$ cat config.mk
export PLATFORM = sky130hd
export DESIGN_NAME = chol_ctrl
export DESIGN_NICKNAME = d
export VERILOG_FILES = /design/src/design/chol_pkg.sv /design/src/design/chol_ctrl.sv
export SDC_FILE = /design/constraint.sdc
export NUM_CORES = 1
export LEC_CHECK = 0
export BUFFER_PORTS_ARGS = -buffer_cell sky130_fd_sc_hd__buf_2
export CAP_MARGIN = 0
export CORE_ASPECT_RATIO = 0.5
export CORE_MARGIN = 5
export CORE_UTILIZATION = 55
export CTS_CLUSTER_DIAMETER = 150
export CTS_CLUSTER_SIZE = 40
export DETAILED_ROUTE_END_ITERATION = 6
export PLACE_DENSITY = 0.95
export REMOVE_ABC_BUFFERS = 1
export SKIP_LAST_GASP = 1
export SLEW_MARGIN = 30
export SYNTH_ARGS = -nofsm -noshare
export SYNTH_HDL_FRONTEND = slang
export SYNTH_SLANG_ARGS = --single-unit
$ cat constraint.sdc
create_clock -name clk -period 5.54 [get_ports clk]
set_clock_uncertainty 0.15 [all_clocks]
set_input_delay 0.831 -clock clk [delete_from_list [all_inputs] [get_ports clk]]
set_output_delay 0.831 -clock clk [all_outputs]
set_load 0.005 [all_outputs]
$ cat src/design/chol_pkg.sv
`timescale 1ns / 1ps
// ----------------------------------------------------------------------------
// Cholesky factorization package
// Shared types and fixed widths for the controller, datapath and top level.
// ----------------------------------------------------------------------------
`default_nettype none

package chol_pkg;

    // Fixed widths of the external fields.
    localparam int DATA_W = 32;
    localparam int CFG_W  = 4;
    localparam int POS_W  = 3;

    // Controller states.
    typedef enum logic [3:0] {
        ST_LOAD,
        ST_ELEM,
        ST_MAC_RD,
        ST_MAC_MUL,
        ST_MAC_ACC,
        ST_FETCH,
        ST_RESOLVE,
        ST_BUSY,
        ST_WRITE,
        ST_OUT_RD,
        ST_OUT_LOAD,
        ST_OUT_WAIT
    } state_t;

    // Commands from the controller to the datapath.
    typedef struct packed {
        logic a_we;
        logic acc_clear;
        logic mul_en;
        logic acc_add;
        logic op_start;
        logic op_diag;
        logic l_we;
        logic err_clear;
        logic out_load;
        logic out_zero;
    } cmd_t;

    // Status from the datapath to the controller.
    typedef struct packed {
        logic op_done;
    } stat_t;

endpackage

`default_nettype wire

$ cat src/design/chol_ctrl.sv
`timescale 1ns / 1ps
// ----------------------------------------------------------------------------
// Cholesky controller
// Sequences loading, the per-element factor computation and the output sweep.
// ----------------------------------------------------------------------------
`default_nettype none

module chol_ctrl #(
    parameter int MAX_ORDER = 8,
    parameter int IDX_W     = 3
) (
    input  wire logic                       clk,
    input  wire logic                       rst_n,
    input  wire logic                       in_valid,
    output logic                            in_stall,
    output logic                            out_valid,
    input  wire logic                       out_stall,
    input  wire logic                       cfg_we,
    input  wire logic [chol_pkg::CFG_W-1:0] cfg_wdata,
    input  wire chol_pkg::stat_t            stat,
    output chol_pkg::cmd_t                  cmd,
    output logic [2*IDX_W-1:0]              a_waddr,
    output logic [2*IDX_W-1:0]              a_raddr,
    output logic [2*IDX_W-1:0]              l_raddr0,
    output logic [2*IDX_W-1:0]              l_raddr1,
    output logic [2*IDX_W-1:0]              l_waddr,
    output logic [chol_pkg::POS_W-1:0]      row_index,
    output logic [chol_pkg::POS_W-1:0]      column_index,
    output logic                            last_of_run
);

    import chol_pkg::*;

    state_t            state_reg, state_next;
    logic [CFG_W-1:0]  size_reg, size_next;
    logic [IDX_W-1:0]  i_reg, i_next;
    logic [IDX_W-1:0]  j_reg, j_next;
    logic [IDX_W-1:0]  k_reg, k_next;
    logic [CFG_W-1:0]  n_eff;
    logic [IDX_W-1:0]  nm1;
    logic [IDX_W-1:0]  jm1;
    logic              in_acc;
    logic              out_acc;
    logic              at_last;

    // Effective order, clamped into 1..MAX_ORDER.
    always_comb
    begin
        if (size_reg == '0)
        begin
            n_eff = CFG_W'(1);
        end
        else if (size_reg > CFG_W'(MAX_ORDER))
        begin
            n_eff = CFG_W'(MAX_ORDER);
        end
        else
        begin
            n_eff = size_reg;
        end
    end

    assign nm1     = IDX_W'(n_eff - CFG_W'(1));
    assign jm1     = j_reg - IDX_W'(1);
    assign at_last = (i_reg == nm1) && (j_reg == nm1);
    assign in_acc  = (state_reg == ST_LOAD) && in_valid;
    assign out_acc = (state_reg == ST_OUT_WAIT) && !out_stall;

    // Next state.
    always_comb
    begin
        state_next = state_reg;
        case (state_reg)
            ST_LOAD:     if (in_acc && at_last) state_next = ST_ELEM;
            ST_ELEM:     state_next = (j_reg == '0) ? ST_FETCH : ST_MAC_RD;
            ST_MAC_RD:   state_next = ST_MAC_MUL;
            ST_MAC_MUL:  state_next = ST_MAC_ACC;
            ST_MAC_ACC:  state_next = (k_reg == jm1) ? ST_FETCH : ST_MAC_RD;
            ST_FETCH:    state_next = ST_RESOLVE;
            ST_RESOLVE:  state_next = ST_BUSY;
            ST_BUSY:     if (stat.op_done) state_next = ST_WRITE;
            ST_WRITE:
            begin
                if ((j_reg == i_reg) && (i_reg == nm1))
                begin
                    state_next = ST_OUT_RD;
                end
                else
                begin
                    state_next = ST_ELEM;
                end
            end
            ST_OUT_RD:   state_next = ST_OUT_LOAD;
            ST_OUT_LOAD: state_next = ST_OUT_WAIT;
            ST_OUT_WAIT: if (out_acc) state_next = at_last ? ST_LOAD : ST_OUT_RD;
            default:     state_next = ST_LOAD;
        endcase
    end

    // Commands and addresses.
    always_comb
    begin
        cmd          = '0;
        cmd.op_diag  = (i_reg == j_reg);
        cmd.out_zero = (j_reg > i_reg);
        a_waddr      = {i_reg, j_reg};
        a_raddr      = {j_reg, i_reg};
        l_raddr0     = {j_reg, k_reg};
        l_raddr1     = {i_reg, k_reg};
        l_waddr      = {i_reg, j_reg};
        in_stall     = (state_reg != ST_LOAD);
        out_valid    = (state_reg == ST_OUT_WAIT);
        case (state_reg)
            ST_LOAD:
            begin
                cmd.a_we      = in_acc;
                cmd.err_clear = in_acc && at_last;
            end
            ST_ELEM:     cmd.acc_clear = 1'b1;
            ST_MAC_MUL:  cmd.mul_en = 1'b1;
            ST_MAC_ACC:  cmd.acc_add = 1'b1;
            ST_FETCH:    l_raddr0 = {j_reg, j_reg};
            ST_RESOLVE:  cmd.op_start = 1'b1;
            ST_WRITE:    cmd.l_we = 1'b1;
            ST_OUT_RD:   l_raddr0 = {i_reg, j_reg};
            ST_OUT_LOAD: cmd.out_load = 1'b1;
            default:     cmd.a_we = 1'b0;
        endcase
    end

    // Loop counters.
    always_comb
    begin
        i_next    = i_reg;
        j_next    = j_reg;
        k_next    = k_reg;
        size_next = size_reg;
        if (cfg_we)
        begin
            size_next = cfg_wdata;
            i_next    = '0;
            j_next    = '0;
        end
        else if (in_acc || out_acc)
        begin
            // Row-major walk over the N by N matrix.
            if (j_reg == nm1)
            begin
                j_next = '0;
                i_next = (i_reg == nm1) ? '0 : i_reg + IDX_W'(1);
            end
            else
            begin
                j_next = j_reg + IDX_W'(1);
            end
        end
        else if (state_reg == ST_WRITE)
        begin
            // Walk over the lower triangle including the diagonal.
            if (j_reg == i_reg)
            begin
                j_next = '0;
                i_next = (i_reg == nm1) ? '0 : i_reg + IDX_W'(1);
            end
            else
            begin
                j_next = j_reg + IDX_W'(1);
            end
        end
        if (state_reg == ST_ELEM)
        begin
            k_next = '0;
        end
        else if (state_reg == ST_MAC_ACC)
        begin
            k_next = k_reg + IDX_W'(1);
        end
    end

    // Registers.
    always_ff @(posedge clk or negedge rst_n)
    begin
        if (!rst_n)
        begin
            state_reg <= ST_LOAD;
            size_reg  <= CFG_W'(MAX_ORDER);
            i_reg     <= '0;
            j_reg     <= '0;
            k_reg     <= '0;
        end
        else
        begin
            state_reg <= state_next;
            size_reg  <= size_next;
            i_reg     <= i_next;
            j_reg     <= j_next;
            k_reg     <= k_next;
        end
    end

    assign row_index    = POS_W'(i_reg);
    assign column_index = POS_W'(j_reg);
    assign last_of_run  = at_last;

endmodule

`default_nettype wire

== After elaboration in Yosys (flattened, before gate mapping) ==
Cells that the tools add are included.
Cells by class
  $add $sub $neg: 5
  multiply operators: 0
  div/mod/pow operators: 0
  order comparisons: 2
  eq/ne operators: 20
  shift-type cells: 0
  multiplexer cells: 32
  bitwise gates (word level): 0
  reduce and logical (&&, ||, !) cells: 16
Operators with widths (number)
  $mux W3: 17
  $pmux W4 S12: 1
  $mux W4: 5
  $eq A4 B3 Y1 const B: 4
  $eq A4 B4 Y1 const B: 4
  $eq A3 B3 Y1: 5
  $pmux W6 S2: 1
  $add A3 B1 Y3 const B: 3
  $eq A4 B2 Y1 const B: 2
  $logic_not A4 Y1: 2
  $mux W1: 8
  $reduce_and A3 Y1: 2
  $reduce_bool A3 Y1: 2
  $sub A3 B1 Y3 const B: 2
  $logic_and A1 B1 Y1: 5
  $eq A4 B1 Y1 const B: 1
  $gt A4 B4 Y1 const B: 1
  $ne A2 B1 Y1 const B: 2
  $reduce_bool A4 Y1: 1
  $gt A3 B3 Y1: 1
  $logic_not A3 Y1: 1
  $ne A3 B2 Y1 const B: 1
  $ne A2 B2 Y1 const B: 1
  $reduce_bool A2 Y1: 1
  2 further kinds: 2
Storage, ports and cells
  bits in registers: 17
  latch bits: 0
  memory bits (writable): 0
  bits in read-only memories: 0
  input bits: 10
  output and inout bits: 49
  logic and storage cells: 80
  memories kept: 0

== Longest topological paths before layout ==
Gate-level depths: netlist of run 1.
  depth after elaboration: 10
  gate-level depth with buffers: 9
  depth with buffers taken out: 8

== Worst setup path after synthesis of run 1 ==
No wires, ideal clock.
  path kind: register -> output
  start point: reg i_reg[2], in the netlist row_index[2]
  end point: out cmd[2] (netlist name)
  arrival time: 1735 ps
  data required time: 4559 ps
  setup slack: 2824 ps
  stages on the path, launching flop included: 7
  buffers on the path: 1
  cell sequence: dfrtp_1 -> clkbuf_1 -> or4b_1 -> a31o_1 -> a21boi_1 -> o21a_2 -> and3_1
RTL lines
  start, declared: line chol_ctrl.sv:36  | logic [IDX_W-1:0] i_reg, i_next;
  start signal, assigned: line chol_ctrl.sv:195  | i_reg <= i_next;
  end, declared: line chol_ctrl.sv:21  | output chol_pkg::cmd_t cmd,

==> flow_metrics.env, run 1 <==
export IMPL_fin_crit_ns=3.292
export IMPL_io_buffers=58
export IMPL_clockBufferDepth=2
export IMPL_place_inst=277
export IMPL_grt_pass1_vias=1665
export IMPL_cts_root_buf="clkbuf_8"
export IMPL_globalplace_congestion=0.8909
export IMPL_hold_viol=0
export IMPL_cts_tree="built"
export IMPL_max_slew_margin_rel=0.6385
export IMPL_area_sequential_sq_um=426.7
export IMPL_crit_family="simple AND/OR/NAND/NOR gates"
export IMPL_cp_start_kind="flip-flop"
export IMPL_die_w_microns=88.95
export IMPL_num_vias=1706
export IMPL_ant_nets=0
export IMPL_min_period_over_period=0.5942
export IMPL_route_detailed_drc=0
export IMPL_core_area_sq_um=2995
export IMPL_vias_per_cell=6.071
export IMPL_worstPathBufferInverterCount=1
export IMPL_tns_ns=0
export IMPL_cts_setup_buffers=0
export IMPL_critPathMaxStageDelay_ns=0.59
export IMPL_ys_types=49
export IMPL_setup_violations=0
export IMPL_grtUsageMet1=0.2585
export IMPL_worstPathCellList="or4b_1 -> a31oi_1 -> o21ai_1 -> a21oi_1 -> and3_1 -> buf_2"
export IMPL_slowest_stage="dfrtp_1"
export IMPL_end_kind="output port"
export IMPL_grt_pass1_wl_microns=7514
export IMPL_ioPinCount=59
export IMPL_synth_warning_count=0
export IMPL_crit_fanout=19
export IMPL_wire_per_inst_microns=15.97
export IMPL_fmax_mhz=303.8
export IMPL_syn_inst=212
export IMPL_r2r_start="column_index[0]"
export IMPL_cts_sinks=17
export IMPL_diodes=0
export IMPL_cp_required_ns=4.56
export IMPL_yosys_area_top_type_share=0.2336
export IMPL_layout_cells_non_filler=281
export IMPL_final_max_slew_violation_count=0
export IMPL_die_area_sq_um=4401
export IMPL_num_nets_final=260
export IMPL_worstReg2RegEnd="row_index[0]"
export IMPL_syn2layout_area_growth_pct=8.613
export IMPL_crit_arrival_ns=2.31
export IMPL_ys_seq_area_frac=0.2489
export IMPL_hold_path_class="primary input to asynchronous set/reset pin"
export IMPL_outcome="completed"
export IMPL_worst_pin_slew_ns=0.5365
export IMPL_antenna_found_initial=0
export IMPL_postCtsHoldBufs=0
export IMPL_synth_top_area_cell="dfrtp_1"
export IMPL_met3_usage=0.04992
export IMPL_synth_area_leaders="dfrtp_1 (23%), buf_4 (9.6%), ha_1 (5.8%), xnor2_1 (4.6%), mux2_2 (3.9%)"
export IMPL_drtPass1Iterations=4
export IMPL_rsz0062_at_grt="no"
export IMPL_fillerInstances=244
export IMPL_grt_usage=0.2112
export IMPL_busiest_layer="met2"
export IMPL_die_h_microns=49.48
export IMPL_avgSynthCellArea_sq_um=8.086
export IMPL_grt_use_met2=0.3473
export IMPL_drive_above_1_share=0.3237
export IMPL_ys_ff_latch=17
export IMPL_dpl_instance_area_sq_um=1817
export IMPL_grt_overflow_total=0
export IMPL_powerDensity_nw_per_um2=421.2
export IMPL_drt_iter0_drc=137
export IMPL_rows=14
export IMPL_netlist_area_sq_um=1714
export IMPL_worstRegToRegCells=7
export IMPL_ir_drop_mv=0.2683
export IMPL_drv_cap=0
export IMPL_multiInputGateArea_sq_um=1008
export IMPL_h_tree_depth=1
export IMPL_leakagePower_nw=0.9078
export IMPL_finish_instance_area_sq_um=1862
export IMPL_cts_buffers=3
export IMPL_r2r_setup_slack_ns=2.95
export IMPL_initial_utilization=0.5723
export IMPL_place_hpwl_microns=3264
export IMPL_drt_wl_total_microns=4487
export IMPL_ctsResizeCount=0
export IMPL_worstSetupPathType="flip-flop to output port"
export IMPL_cts_clk_slew_worst_paths_ns=0.08
export IMPL_insertion_delay_ns=0.26
export IMPL_grt_max_degree=20
stage by stage:
stage	hold slack [ns]	utilization	power, mW	setup WS (ns)
5_1_grt	0.3747	0.6216	0.8471	2.128
2_1_floorplan	0.3854	-	0.5020	2.816
6_report	0.3423	0.6216	0.7842	2.248
4_1_cts	0.3602	0.6216	0.7774	2.285
3_5_place_dp	0.4617	0.6065	0.6737	2.649
3_3_place_gp	0.4377	0.6065	0.6479	2.662
layout by cell type, fill, tap and decap left out, drive strengths merged, types with 3 or more instances in the layout:
| cell | Yosys | final |
|---|---|---|
| a21o | 3 | 3 |
| or3 | 3 | 3 |
| buf | 27 | 58 |
| nand2 | 16 | 16 |
| and3 | 4 | 4 |
| a32oi | 3 | 3 |
| nand2b | 5 | 5 |
| o22ai | 3 | 3 |
| nor3 | 8 | 8 |
| mux2 | 7 | 7 |
| a21oi | 13 | 13 |
| ha | 8 | 8 |
| inv | 11 | 11 |
| o21ai | 13 | 13 |
| nor2 | 13 | 13 |
| clkbuf | 6 | 4 |
| a31oi | 4 | 4 |
| and2 | 3 | 3 |
| nand3 | 9 | 9 |
| or4b | 4 | 4 |
| dfrtp | 16 | 16 |
| xnor2 | 9 | 9 |
cells by family (layout without fill, tap and decap cells):
kind of cell	after synthesis	count (layout)	share of synthesized area
adder cells (fa/ha/maj)	8	8	0.05840
multiplexers	9	9	0.05985
buffers and inverters	44	73	0.1628
XOR/XNOR	11	11	0.05621
AO/OA/AOI/OAI	49	49	0.1832
AND/OR/NAND/NOR	74	74	0.2307
flip-flops	17	17	0.2489
cells in the mapped netlist, drive strengths merged:
| cell type | n |
|---|---|
| nor2 | 13 |
| a21o | 3 |
| o21a | 1 |
| o32a | 1 |
| a21boi | 1 |
| o21ai | 13 |
| nor3b | 1 |
| nand3 | 9 |
| a211oi | 2 |
| ha | 8 |
| dfstp | 1 |
| xor2 | 2 |
| o22ai | 3 |
| mux2 | 7 |
| clkbuf | 6 |
| inv | 11 |
| nand2 | 16 |
| a32oi | 3 |
| xnor2 | 9 |
| or3 | 3 |
| mux2i | 2 |
| a22oi | 1 |
| nor2b | 2 |
| nand2b | 5 |
| nand4 | 2 |
| dfrtp | 16 |
| a31oi | 4 |
| or2 | 1 |
| and3 | 4 |
| a31o | 1 |
| or3b | 1 |
| a41oi | 1 |
| a21oi | 13 |
| nand3b | 2 |
| or4b | 4 |
| nor3 | 8 |
| buf | 27 |
| o31a | 1 |
| o22a | 1 |
| and2 | 3 |
worst register-to-register path: cells and delay by family (launching register included):
family | cells | cell delay [ns]
mux | 1 | 0.32
flops | 1 | 0.53
fa+ha+maj | 1 | 0.31
buf+inv | 1 | 0.22
simple gates | 4 | 0.95
report_power, final:
group / internal (mW) / total [mW] / switching, mW
Clock: 0.0513 / 0.101 / 0.0500
Combinational: 0.205 / 0.430 / 0.224
Sequential: 0.159 / 0.253 / 0.0947
area by class of cell:
type,instances,share of cell area
timing repair buffer,58,0.1559
multi-input combinational,151,0.5417
inverter,11,0.02218
tap,40,0.02688
clock buffer,4,0.02419
sequential,17,0.2292
per-layer routing:
metal	wire length (microns)	up-vias
met5	0	-
met4	153	0
met3	390	21
met2	2244	93
met1	1699	802
li1	-	790
how the worst max path moves through the flow:
stage,cells after the start,slack [ns],end,from
final,6,2.25,cmd[2],column_index[2]
after global routing,6,2.13,cmd[2],column_index[2]
after CTS,6,2.29,cmd[2],column_index[2]
after detailed placement,6,2.65,cmd[2],column_index[2]
after global placement,6,2.66,last_of_run,column_index[2]
after floorplan,5,2.82,last_of_run,column_index[2]
Note: power is estimated with default switching activity, not from simulation.
==> run 2, diff against run 1 <==
CORE_UTILIZATION = 46   (was 55)
PLACE_DENSITY = 0.88   (was 0.95)
clock period = 3 ns   (was 5.54 ns; I/O delays follow)
==> run 2 against run 1 <==
  * First-iteration DRC count is 43% higher
  * Largest cell class unchanged
  * Combinational power up 82%
  * Critical path depth unchanged
  * Hold slack got worse by 0.061 ns
  * Global-route usage is 3.4 points lower
  * Non-clock buffer count up 1
  * Setup slack worse by 2.1 ns
  * Wire length fell by 4.0%
  * Clock-buffer cell count unchanged
  * Register-to-register slack worse by 2.5 ns
  * Die area is 16% higher
  * Cell count rose by 4.3%
==> flow_metrics.env, run 2 (same netlist as run 1, synthesis figures left out) <==
export IMPL_grt_overflow_total=0
export IMPL_diodes=0
export IMPL_finish_instance_area_sq_um=1886
export IMPL_route_detailed_drc=0
export IMPL_rsz0062_at_grt="no"
export IMPL_globalplace_congestion=0.9191
export IMPL_dpl_instance_area_sq_um=1831
export IMPL_initial_utilization=0.4884
export IMPL_fin_util=0.5373
export IMPL_min_period_over_period=0.9457
export IMPL_crit_arrival_ns=2.24
export IMPL_die_w_microns=96.33
export IMPL_slowest_stage="dfrtp_1"
export IMPL_min_from="cfg_wdata[2]"
export IMPL_drt_iter0_drc=196
export IMPL_setup_violations=0
export IMPL_syn2layout_area_growth_pct=10.00
export IMPL_drtPass1Iterations=5
export IMPL_worst_pin_slew_ns=0.5490
export IMPL_num_vias=1677
export IMPL_num_nets_final=261
export IMPL_holdWs_ns=0.2814
export IMPL_cts_root_buf="clkbuf_8"
export IMPL_wire_per_inst_microns=14.70
export IMPL_crit_family="simple AND/OR/NAND/NOR gates"
export IMPL_leakagePower_nw=0.9119
export IMPL_final_max_slew_violation_count=0
export IMPL_clkPwrFrac=0.121
export IMPL_vias_per_cell=5.724
export IMPL_grt_pass1_wl_microns=7051
export IMPL_core_area_sq_um=3510
export IMPL_final_cell_mix="buf_2 (58), nand2_1 (16), dfrtp_1 (16)"
export IMPL_worstPathCellList="or4b_1 -> a31oi_1 -> o21ai_1 -> a21oi_1 -> and3_1 -> buf_2"
export IMPL_r2r_start="column_index[0]"
export IMPL_worstPathBufferInverterCount=1
export IMPL_grt_pass1_vias=1520
export IMPL_ctsResizeCount=0
export IMPL_ant_nets=0
export IMPL_h_tree_depth=1
export IMPL_drt_wl_total_microns=4308
export IMPL_critPathMaxStageDelay_ns=0.58
export IMPL_p_sw_mw=0.6554
export IMPL_antenna_found_initial=0
export IMPL_cts_tree="built"
export IMPL_end_kind="output port"
export IMPL_insertion_delay_ns=0.26
export IMPL_cts_clk_slew_worst_paths_ns=0.06
export IMPL_tns_ns=0
export IMPL_fin_crit_ns=2.837
export IMPL_cts_buffers=3
export IMPL_p_seq_frac=0.328
export IMPL_max_slew_margin_rel=0.6340
export IMPL_die_h_microns=53.17
export IMPL_cp_required_ns=2.40
export IMPL_switching_share=0.4611
export IMPL_die_area_sq_um=5121
export IMPL_ioPinCount=59
export IMPL_grt_max_degree=20
export IMPL_io_buffers=58
export IMPL_rows=15
export IMPL_crit_fanout=19
export IMPL_power_combinational_fraction=0.551
export IMPL_hold_viol=0
export IMPL_layout_cells_non_filler=293
export IMPL_intPower_mw=0.7660
export IMPL_powerDensity_nw_per_um2=753.8
export IMPL_worstSetupStartpoint="column_index[2]"
export IMPL_grt_usage=0.1775
export IMPL_cp_start_kind="flip-flop"
export IMPL_drive_above_1_share=0.3223
export IMPL_worstSetupPathType="flip-flop to output port"
export IMPL_cts_sinks=17
export IMPL_drv_cap=0
export IMPL_place_inst=288
export IMPL_hold_path_class="primary input to flip-flop"
export IMPL_clockBufferDepth=2
export IMPL_place_hpwl_microns=3347
export IMPL_final_common_cell="buf_2"
export IMPL_outcome="completed"
export IMPL_ir_drop_mv=0.2195
export IMPL_fmax_mhz=352.5
==> run 2: per-layer routing <==
metal	GRT usage	wire (microns)	vias up
met4	0.06744	95	0
met5	0	0	-
met2	0.3131	2233	88
li1	-	-	787
met3	0.04403	346	14
met1	0.2096	1632	788
==> run 2: area by class of cell <==
cell class              instances  area, sq um
multi-input cells             151         1008
clock buffers                   4        45.04
flip-flops and latches         17        426.7
repair buffers                 59        300.3
well taps                      51        63.81
inverters                      11        41.29
fillers                       332         1624
==> run 2: power by group through the flow <==
stage / Combinational [mW] / Clock [mW] / Sequential (mW)
3_5_place_dp: 0.777 / 0 / 0.467
4_1_cts: 0.782 / 0.175 / 0.463
2_1_floorplan: 0.484 / 0 / 0.443
3_3_place_gp: 0.749 / 0 / 0.457
5_1_grt: 0.878 / 0.190 / 0.492
6_report: 0.783 / 0.172 / 0.466
==> run 2: timing repair <==
item	in CTS	in global routing
setup endpoints to repair	0	0
buffers inserted	0	0
hold buffers	1	0
endpoints found under the hold margin	16	0
==> run 2: final timing paths <==
path,endpoint,slack (ns),cells past startpoint
worst max-delay path,cmd[2],0.16,6
worst min-delay path,size_reg[2],0.28,2
worst max register to register,row_index[0],0.50,7
worst min register to register,k_reg[1],0.49,2
max in group asynchronous,size_reg[3],1.88,2
min in group asynchronous,row_index[0],0.50,2
==> run 2: metrics by stage <==
step	setup slack, ns	power, mW
after global placement	0.5215	1.206
after floorplan	0.6201	0.9270
after global routing	0.04746	1.560
after detailed placement	0.4775	1.244
final	0.1630	1.421
after CTS	0.1953	1.420
==> run 3, diff against run 2 <==
SETUP_SLACK_MARGIN = 0.5   (was unset)
==> run 3 against run 2 <==
  * Utilization is 4.5 points higher
  * Clock power increased by 2%
  * First-iteration DRC count up 42%
  * Wire length up 23%
  * Clock-buffer cell count unchanged
  * Largest cell class unchanged
==> flow_metrics.env, run 3 (same netlist as run 1, synthesis figures left out) <==
export IMPL_num_nets_final=276
export IMPL_rsz0062_at_grt="yes"
export IMPL_worstSetupStartpoint="size_reg[1]"
export IMPL_insertion_delay_ns=0.26
export IMPL_drive_above_1_share=0.4202
export IMPL_vias_per_cell=6.075
export IMPL_grt_pass1_wl_microns=8135
export IMPL_die_h_microns=53.17
export IMPL_rows=15
export IMPL_core_area_sq_um=3510
export IMPL_grt_pass1_vias=1684
export IMPL_h_tree_depth=1
export IMPL_cts_sinks=17
export IMPL_grt_max_degree=19
export IMPL_r2r_setup_slack_ns=0.55
export IMPL_cts_root_buf="clkbuf_8"
export IMPL_r2r_start="size_reg[2]"
export IMPL_globalplace_congestion=0.9191
export IMPL_syn2layout_area_growth_pct=19.12
export IMPL_io_buffers=58
export IMPL_end_kind="output port"
export IMPL_ant_nets=0
export IMPL_outcome="completed"
export IMPL_cts_buffers=3
export IMPL_cp_start_kind="flip-flop"
export IMPL_min_from="cfg_wdata[2]"
export IMPL_grt_overflow_total=0
export IMPL_cts_tree="built"
export IMPL_antenna_found_initial=0
export IMPL_ioPinCount=59
export IMPL_cp_required_ns=2.40
export IMPL_hold_path_class="primary input to flip-flop"
export IMPL_drv_cap=0
export IMPL_tns_ns=0
export IMPL_preCtsSetupSlack_ns=0.4775
export IMPL_fin_crit_ns=2.644
export IMPL_wire_per_inst_microns=17.16
export IMPL_drt_iter0_drc=279
export IMPL_initial_utilization=0.4884
export IMPL_powerDensity_nw_per_um2=741.2
export IMPL_layout_cells_non_filler=308
export IMPL_grt_usage=0.2084
export IMPL_setup_violations=0
export IMPL_slowest_stage="or4b_1"
export IMPL_final_common_cell="buf_2"
export IMPL_worstPathCellList="buf_6 -> or4b_1 -> a31o_1 -> a21boi_2 -> o21a_2 -> and3_1 -> buf_2"
export IMPL_route_detailed_drc=0
export IMPL_power_mw=1.514
export IMPL_cp_endpoint="cmd[2]"
export IMPL_holdWs_ns=0.2764
export IMPL_ir_drop_mv=0.2031
export IMPL_fmax_mhz=378.1
export IMPL_cts_clk_slew_worst_paths_ns=0.06
export IMPL_place_inst=288
export IMPL_final_max_slew_violation_count=0
export IMPL_num_vias=1871
export IMPL_die_w_microns=96.33
export IMPL_place_hpwl_microns=3347
export IMPL_die_area_sq_um=5121
export IMPL_critPathMaxStageDelay_ns=0.44
export IMPL_final_cell_mix="buf_2 (58), nand2_1 (16), buf_4 (13)"
export IMPL_drtPass1Iterations=7
export IMPL_worst_pin_slew_ns=0.4943
export IMPL_worstSetupPathType="flip-flop to output port"
export IMPL_crit_arrival_ns=2.04
export IMPL_crit_fanout=6
export IMPL_leakagePower_nw=0.9797
export IMPL_diodes=0
export IMPL_min_period_over_period=0.8815
export IMPL_worstReg2RegEnd="row_index[0]"
export IMPL_clockBufferDepth=2
export IMPL_drt_wl_total_microns=5286
export IMPL_worstRegToRegCells=8
export IMPL_setup_slack_ns=0.3555
export IMPL_hold_viol=0
export IMPL_max_slew_margin_rel=0.6681
==> run 3: cell types whose count changed in the layout (fill, tap and decap cells not counted), sizes merged <==
cell / before / now
buf: 58 / 73
==> run 3: final cells by class <==
class,instances,area (sq um)
multi-input cells,151,1035
well taps,51,63.81
inverters,11,41.29
flip-flops and latches,17,436.7
repair buffers,74,420.4
clock buffers,4,45.04
fillers,305,1468
==> run 3: stage by stage <==
step / util / instance area, sq um
3_3_place_gp: 0.5216 / 1831
4_1_cts: 0.5779 / 2028
3_5_place_dp: 0.5216 / 1831
2_1_floorplan: - / 1476
5_1_grt: 0.5818 / 2042
6_report: 0.5818 / 2042
==> run 3: what timing repair did <==
action	in CTS	in global routing
setup buffers	15	0
gates resized for setup	15	7
pin swaps	11	2
endpoints found under the hold margin	16	0
gates cloned	0	0
hold buffers	1	0
setup endpoints to repair	3	11
==> run 3: routing by layer <==
| metal | part of all wire | vias up | routed length, microns | global-route usage |
|---|---|---|---|---|
| li1 | - | 820 | - | - |
| met1 | 0.35 | 848 | 1860 | 0.2378 |
| met2 | 0.49 | 158 | 2611 | 0.3726 |
| met3 | 0.097 | 45 | 513 | 0.04688 |
| met4 | 0.057 | 0 | 302 | 0.1000 |
| met5 | 0 | - | 0 | 0 |
==> run 3: worst min path at each step <==
stage                            to  cells past startpoint
detailed placement      size_reg[0]                      1
finish                  size_reg[2]                      2
global route            size_reg[0]                      2
floorplan           column_index[0]                      0
CTS                     size_reg[2]                      2
global placement        size_reg[0]                      1
==> run 3: power breakdown <==
| part | switching (mW) | total, mW | internal (mW) | leakage [nW] |
|---|---|---|---|---|
| Sequential | 0.175 | 0.474 | 0.299 | 0.204 |
| Combinational | 0.454 | 0.864 | 0.410 | 0.753 |
| Clock | 0.0813 | 0.176 | 0.0945 | 0.0228 |
==> run 3: critical path, delay by kind of cell (launching register included) <==
| kind | cells | cell delay [ns] |
|---|---|---|
| buffers and inverters | 2 | 0.23 |
| DFF | 1 | 0.43 |
| and+or+nand+nor | 2 | 0.58 |
| AOI/OAI and AO/OA | 3 | 0.55 |
